## src/hdl/pwhr_pkg.sv

```systemverilog
// pwhr_pkg: shared types and fixed constants for the pulse window heart rate core
// no dependencies; imported by pulse_window_heart_rate_core and its bench
`default_nettype none

package pwhr_pkg;

    localparam int TIME_W        = 32;     // millisecond timestamp width
    localparam int GAP_W         = 16;     // max gap register width
    localparam int BPM_W         = 21;     // rate field width
    localparam int CNT_W         = 5;      // beat index width
    localparam int IN_TDATA_W    = 32;
    localparam int OUT_TDATA_W   = 32;
    localparam int OUT_TUSER_W   = 2;
    localparam int MS_PER_MINUTE = 60000;

    localparam logic [GAP_W-1:0] GAP_RESET = 16'd2000;

    typedef enum logic [1:0] {
        ST_IDLE,
        ST_DIV,
        ST_EMIT
    } t_state;

    // control strobes decoded from the state
    typedef struct packed {
        logic in_ready;
        logic div_run;
        logic emit_load;
    } t_ctrl;

endpackage

`default_nettype wire

```

## src/hdl/pulse_window_heart_rate_core.sv

```systemverilog
// pulse_window_heart_rate_core: heart rate from the average period over BEATS intervals
// an item that closes a window with a nonzero span runs the bit-serial restoring divider
//   for QW quotient bits (QW = bits of 60000*BEATS, 21 at BEATS=20) before its result loads
// a new item is taken only once the previous result has been loaded into the output register
// reset: synchronous active-low; max gap to 2000 ms, times, count and held rate to 0
// depends on pwhr_pkg
`default_nettype none

module pulse_window_heart_rate_core #(
    parameter int BEATS = 20
) (
    input  wire logic                              i_clk,
    input  wire logic                              i_rst_n,
    // configuration: max_gap_ms
    input  wire logic                              i_cfg_we,
    input  wire logic [pwhr_pkg::GAP_W-1:0]        i_cfg_wdata,
    // input items
    input  wire logic                              i_s_axis_tvalid,
    output logic                                   o_s_axis_tready,
    input  wire logic [pwhr_pkg::IN_TDATA_W-1:0]   i_s_axis_tdata,   // [31:0] pulse_time_ms
    // result items
    output logic                                   o_m_axis_tvalid,
    input  wire logic                              i_m_axis_tready,
    output logic [pwhr_pkg::OUT_TDATA_W-1:0]       o_m_axis_tdata,   // [20:0] bpm,
                                                                     // [25:21] beat_index,
                                                                     // [31:26] zero
    output logic [pwhr_pkg::OUT_TUSER_W-1:0]       o_m_axis_tuser    // [0] bpm_new,
                                                                     // [1] gap_error
);
    import pwhr_pkg::*;

    localparam int unsigned FULL = MS_PER_MINUTE * BEATS;
    localparam int          QW   = $clog2(FULL + 1);
    localparam int          DCW  = $clog2(QW);

    t_state r_state, n_state;
    t_ctrl  ctrl;

    logic [GAP_W-1:0]  r_max_gap;
    logic [TIME_W-1:0] r_last, r_start;
    logic [CNT_W-1:0]  r_count;
    logic [BPM_W-1:0]  r_held_bpm;
    logic              r_res_new, r_res_err;

    logic [QW-1:0]     r_quo, n_quo;
    logic [TIME_W-1:0] r_rem, n_rem;
    logic [TIME_W-1:0] r_span;
    logic [DCW-1:0]    r_div_cnt;

    logic                   r_o_valid;
    logic [OUT_TDATA_W-1:0] r_o_data;
    logic [OUT_TUSER_W-1:0] r_o_user;

    logic              in_acc;
    logic [TIME_W-1:0] now, gap, span;
    logic              gap_err, win_done;
    logic [TIME_W+1:0] trial;
    logic              qbit;

    assign now      = i_s_axis_tdata[TIME_W-1:0];
    assign gap      = now - r_last;
    assign span     = now - r_start;
    assign gap_err  = gap > {{(TIME_W-GAP_W){1'b0}}, r_max_gap};
    assign win_done = !gap_err && (r_count >= CNT_W'(BEATS));
    assign in_acc   = i_s_axis_tvalid && ctrl.in_ready;

    // one quotient bit per cycle: shift next dividend bit into the remainder
    assign trial = {1'b0, r_rem, r_quo[QW-1]} - {2'b00, r_span};
    assign qbit  = !trial[TIME_W+1];
    assign n_rem = qbit ? trial[TIME_W-1:0] : {r_rem[TIME_W-2:0], r_quo[QW-1]};
    assign n_quo = {r_quo[QW-2:0], qbit};

    // next state
    always_comb begin
        n_state = r_state;
        case (r_state)
            ST_IDLE: begin
                if (in_acc) begin
                    // a zero span saturates without dividing
                    if (win_done && (span != '0)) begin
                        n_state = ST_DIV;
                    end else begin
                        n_state = ST_EMIT;
                    end
                end
            end
            ST_DIV: begin
                if (r_div_cnt == '0) begin
                    n_state = ST_EMIT;
                end
            end
            ST_EMIT: begin
                if (ctrl.emit_load) begin
                    n_state = ST_IDLE;
                end
            end
            default: n_state = ST_IDLE;
        endcase
    end

    // state outputs
    always_comb begin
        ctrl = '0;
        case (r_state)
            ST_IDLE: ctrl.in_ready = 1'b1;
            ST_DIV:  ctrl.div_run  = 1'b1;
            ST_EMIT: ctrl.emit_load = !r_o_valid || i_m_axis_tready;
            default: ctrl = '0;
        endcase
    end

    always_ff @(posedge i_clk) begin
        if (!i_rst_n) begin
            r_state    <= ST_IDLE;
            r_max_gap  <= GAP_RESET;
            r_last     <= '0;
            r_start    <= '0;
            r_count    <= '0;
            r_held_bpm <= '0;
            r_o_valid  <= 1'b0;
        end else begin
            r_state <= n_state;
            if (i_cfg_we) begin
                r_max_gap <= i_cfg_wdata;
            end
            if (in_acc) begin
                r_last <= now;
                if (gap_err) begin
                    r_count <= '0;
                end else begin
                    if (r_count == '0) begin
                        r_start <= now;
                    end
                    if (win_done) begin
                        r_count <= '0;
                        if (span == '0) begin
                            r_held_bpm <= BPM_W'(FULL);
                        end
                    end else begin
                        r_count <= r_count + 1'b1;
                    end
                end
            end
            if (ctrl.div_run && (r_div_cnt == '0)) begin
                r_held_bpm <= BPM_W'(n_quo);
            end
            if (ctrl.emit_load) begin
                r_o_valid <= 1'b1;
            end else if (i_m_axis_tready) begin
                r_o_valid <= 1'b0;
            end
        end
    end

    // payload registers
    always_ff @(posedge i_clk) begin
        if (in_acc) begin
            r_res_err <= gap_err;
            r_res_new <= win_done;
            r_quo     <= QW'(FULL);
            r_rem     <= '0;
            r_span    <= span;
            r_div_cnt <= DCW'(QW - 1);
        end
        if (ctrl.div_run) begin
            r_quo     <= n_quo;
            r_rem     <= n_rem;
            r_div_cnt <= r_div_cnt - 1'b1;
        end
        if (ctrl.emit_load) begin
            r_o_data <= {{(OUT_TDATA_W-BPM_W-CNT_W){1'b0}}, r_count, r_held_bpm};
            r_o_user <= {r_res_err, r_res_new};
        end
    end

    assign o_s_axis_tready = ctrl.in_ready;
    assign o_m_axis_tvalid = r_o_valid;
    assign o_m_axis_tdata  = r_o_data;
    assign o_m_axis_tuser  = r_o_user;

    a_accept_leaves_idle: assert property (@(posedge i_clk) disable iff (!i_rst_n)
        in_acc |=> (r_state != ST_IDLE))
        else $error("state did not leave idle after an item");

    a_count_bound: assert property (@(posedge i_clk) disable iff (!i_rst_n)
        r_count <= CNT_W'(BEATS))
        else $error("beat count past window length");

    a_flags_exclusive: assert property (@(posedge i_clk) disable iff (!i_rst_n)
        r_o_valid |-> !(r_o_user[0] && r_o_user[1]))
        else $error("result marks both new rate and gap error");

    a_flag_index_zero: assert property (@(posedge i_clk) disable iff (!i_rst_n)
        (r_o_valid && (r_o_user[0] || r_o_user[1])) |-> (r_o_data[BPM_W+CNT_W-1:BPM_W] == '0))
        else $error("beat index not cleared on completion or error");

    a_bpm_update_source: assert property (@(posedge i_clk) disable iff (!i_rst_n)
        !$stable(r_held_bpm) |-> ($past(ctrl.div_run) || $past(in_acc)))
        else $error("held rate changed outside an item or a division");

endmodule

`default_nettype wire

```

## config.mk

```make
export PLATFORM = sky130hd
export DESIGN_NAME = pulse_window_heart_rate_core
export DESIGN_NICKNAME = d
export VERILOG_FILES = /design/src/hdl/pwhr_pkg.sv /design/src/hdl/pulse_window_heart_rate_core.sv
export SDC_FILE = /design/constraint.sdc
export NUM_CORES = 1
export LEC_CHECK = 0
export ABC_AREA = 1
export BUFFER_PORTS_ARGS = -buffer_cell sky130_fd_sc_hd__buf_2
export CAP_MARGIN = 20
export CORE_ASPECT_RATIO = 1.4
export CORE_UTILIZATION = 50
export DETAILED_ROUTE_END_ITERATION = 8
export PLACE_DENSITY = 0.75
export REMOVE_ABC_BUFFERS = 1
export SYNTH_ARGS = -nofsm -noshare
export SYNTH_HDL_FRONTEND = slang
export SYNTH_SLANG_ARGS = --single-unit
```

## constraint.sdc

```tcl
create_clock -name i_clk -period 4.5 [get_ports i_clk]
set_input_delay 0.675 -clock i_clk [delete_from_list [all_inputs] [get_ports i_clk]]
set_output_delay 0.675 -clock i_clk [all_outputs]
set_load 0.005 [all_outputs]
```

==> flow_metrics.tcl <==
set metrics [dict create \
    yosys.area_share.simple_pct 25.2 \
    synthArstFlopShare_pct 0 \
    fin_area_mm2 0.0172 \
    outcome "finished, final reports clean" \
    synth_cells 2201 \
    setup_violations 0 \
    synth_edf_count 120 \
    hold_violations 0 \
    cap_viol_max_count 0 \
    post_synth.cell_area_avg_um2 7.05 \
    fillerInstances 2891 \
    wl_per_cell_um 15.0 \
    final_cells 2690 \
    tightest_slew_ns 0.778 \
    ys.flop_type "edfxtp_1" \
    drcViolationCount 0 \
    die_h_um 210 \
    routed_wl_um 40300 \
    cts_setup_buffers 0 \
    cts_buffer_depth 3 \
    r2r-start "r_last[0]$_SDFFE_PN0P_" \
    synth.distinct_cells 49 \
    total_power_uw 5680 \
    synth.top_cell.area_share_pct 23.2 \
    dp_cells 2644 \
    grt_setup_unrepaired "false" \
    grt_max_degree 77 \
    core_area_mm2 0.0306 \
    cts_root_buf "clkbuf_16" \
    crit_family "simple AND/OR/NAND/NOR gates" \
    criticalPathCategory "primary input to register" \
    rows 76 \
    grt_pass1_wl_um 66400 \
    ios 89 \
    critical_path_depth 26 \
    crit_fanout 14 \
    grt_overflow_total 0 \
    antenna_found_initial 0 \
    clock_latency_ns 0.57 \
    cpPeakStageDelay_ns 0.41 \
    leakagePower_uw 0.00829 \
    tritoncts "yes" \
    hpwlAfterDp_um 31600 \
    postCtsHoldBufs 0 \
    crit_start "i_s_axis_tdata[0]" \
    hold_path_class "primary input to register" \
    synth_fa_ha_area_share_pct 9.50 \
    register_area_mm2 0.00579 \
    synth_top_area_cell "edfxtp_1" \
    synth.ff_latch_count 229 \
    cts-resized-gates 0 \
    dpl_cell_area_mm2 0.0163 \
    required_ns 5.02 \
    gp_congestion 1.00 \
    fin_crit_ns 3.92 \
    die_width_um 151 \
    n_antenna_cell 0 \
    drt_iter0_drc 731 \
    initial_core_util_pct 50.7 \
    tns_ns 0 \
    io_buffers 82 \
    power_density_mw_per_mm2 330 \
    ant_nets 0 \
    slew_viol_final 0 \
    clkTransAtPathRegs_ns 0.07 \
    first_pass_iters 5 \
    reg2regPathDepth 24 \
    cp_num_buf_inv 4 \
    synth_top_family_by_area "simple AND/OR/NAND/NOR gates" \
    area_growth_pct 10.7 \
    finClkSkew_ns 0.0300 \
    min_period_over_period_pct 87.2 \
    ys_warn_count 0 \
    peakVddDrop_mv 0.365 \
    max_freq_ghz 0.255 \
    synth_compound_area_share_pct 14.1 \
    via_per_inst 5.29 \
    cp_common_cell "nand2_1" \
    cts_buffers 25 \
    fin_nets 2450 \
    grt_pass1_vias 14100 \
    netlist_area_mm2 0.0155 \
    synth.area.top_cells "edfxtp_1, dfxtp_1, nand2_1" \
    crit_path_top_delay_cell "fa_1" \
    cp.arrival_ns 4.44 \
    multi_input_area_mm2 0.00805 \
    relSlewSlack_pct 48.2 \
    r2r-end "r_held_bpm[9]$_SDFFE_PN0P_" \
    endpoint "r_held_bpm[9]$_SDFFE_PN0P_" \
    die_area_mm2 0.0318 \
    rrSetupSlack_ns 0.58 \
    htree_levels 1 \
    muxShareOfSynthArea_pct 0 \
    ys_seq_area_share_pct 37.3 \
    end_kind "register" \
    drive_above_1_share_pct 7.70 \
    vias 14200 \
    grt_use_total_pct 26.2 \
    clock_sinks 229 \
    synth_xor_area_share_pct 2.82 \
    cp-start-kind "primary input" \
]
[power breakdown]
part	internal [µW]	switching [µW]
registers	2290	29.4
logic	432	839
clock network	1130	954
total	3850	1820
[cells in the mapped netlist, drive strengths merged (10+ instances only)]
| master | instances |
|---|---|
| ha | 113 |
| edfxtp | 120 |
| a21oi | 198 |
| nor2 | 260 |
| nand2 | 523 |
| inv | 393 |
| dfxtp | 109 |
| clkbuf | 29 |
| buf | 18 |
| nor3 | 19 |
| nand4 | 24 |
| nand3 | 101 |
| a21o | 10 |
| xnor2 | 23 |
| nand3b | 11 |
| o21ai | 168 |
| xor2 | 27 |
[logic make-up after synthesis]
family,count (synthesis)
AND/OR/NAND/NOR,950
buffers and inverters,442
AO/OA/AOI/OAI,413
flip-flops,229
adder cells (fa/ha/maj),116
XOR/XNOR,50
other,1
[placed cells by master, fill, tap and decap left out, types with 23 or more instances in the layout]
master / n
xor2_1: 27
ha_1: 113
clkbuf_16: 27
nand4_1: 24
nor2_1: 251
xnor2_1: 23
inv_1: 385
nand2_1: 511
buf_2: 82
dfxtp_1: 109
nand3_1: 99
a21oi_1: 197
edfxtp_1: 120
o21ai_1: 41
o21ai_0: 127
[routing by layer]
metal	global-route usage, %	wire (µm)	vias up
met5	0	0	-
met3	2.16	1110	133
met4	14.9	2390	0
li1	-	-	7260
met2	49.2	21200	296
met1	28.2	15600	6528
[worst min-delay path, stage by stage]
cell	delay [ns]
buf_2	0.07
a21oi_1	0.05
o21ai_0	0.06
[state kept, by name, summed over array words and instances (netlist names), 2 cells and up]
register	cells
r_last	32
r_rem	32
o_m_axis_tdata	26
o_m_axis_tuser	2
r_quo	21
r_state	2
r_held_bpm	21
r_max_gap	16
r_count	5
r_span	32
r_start	32
r_div_cnt	5
[final cells by class]
cell class	count	area share, %
multi-input combinational	1535	46.9
sequential	229	33.7
inverter	395	8.63
clock buffer	27	3.93
timing repair buffer	95	3.03
tap	390	2.84
clock inverter	19	0.998
[how the worst min path moves through the flow]
stage                     cells past startpoint                          end                 from  slack (ns)
after floorplan                               0  o_m_axis_tuser[0]$_DFFE_PP_  r_res_new$_DFFE_PP_        0.40
after global placement                        0  o_m_axis_tuser[0]$_DFFE_PP_  r_res_new$_DFFE_PP_        0.41
after detailed placement                      0  o_m_axis_tuser[0]$_DFFE_PP_  r_res_new$_DFFE_PP_        0.41
after CTS                                     3    r_max_gap[4]$_SDFFE_PN1P_       i_cfg_wdata[4]        0.33
after global routing                          3    r_max_gap[4]$_SDFFE_PN1P_       i_cfg_wdata[4]        0.37
final                                         3    r_max_gap[4]$_SDFFE_PN1P_       i_cfg_wdata[4]        0.34
[stage by stage]
step | hold WS (ns) | worst slack, ns | util [%]
floorplan | 0.400 | 0.505 | -
global route | 0.367 | 0.0573 | 56.1
finish | 0.340 | 0.578 | 56.1
detailed placement | 0.413 | 0.00702 | 53.3
CTS | 0.329 | 0.576 | 56.1
global placement | 0.410 | 0.151 | 53.3
(Power assumes the default switching activity.)
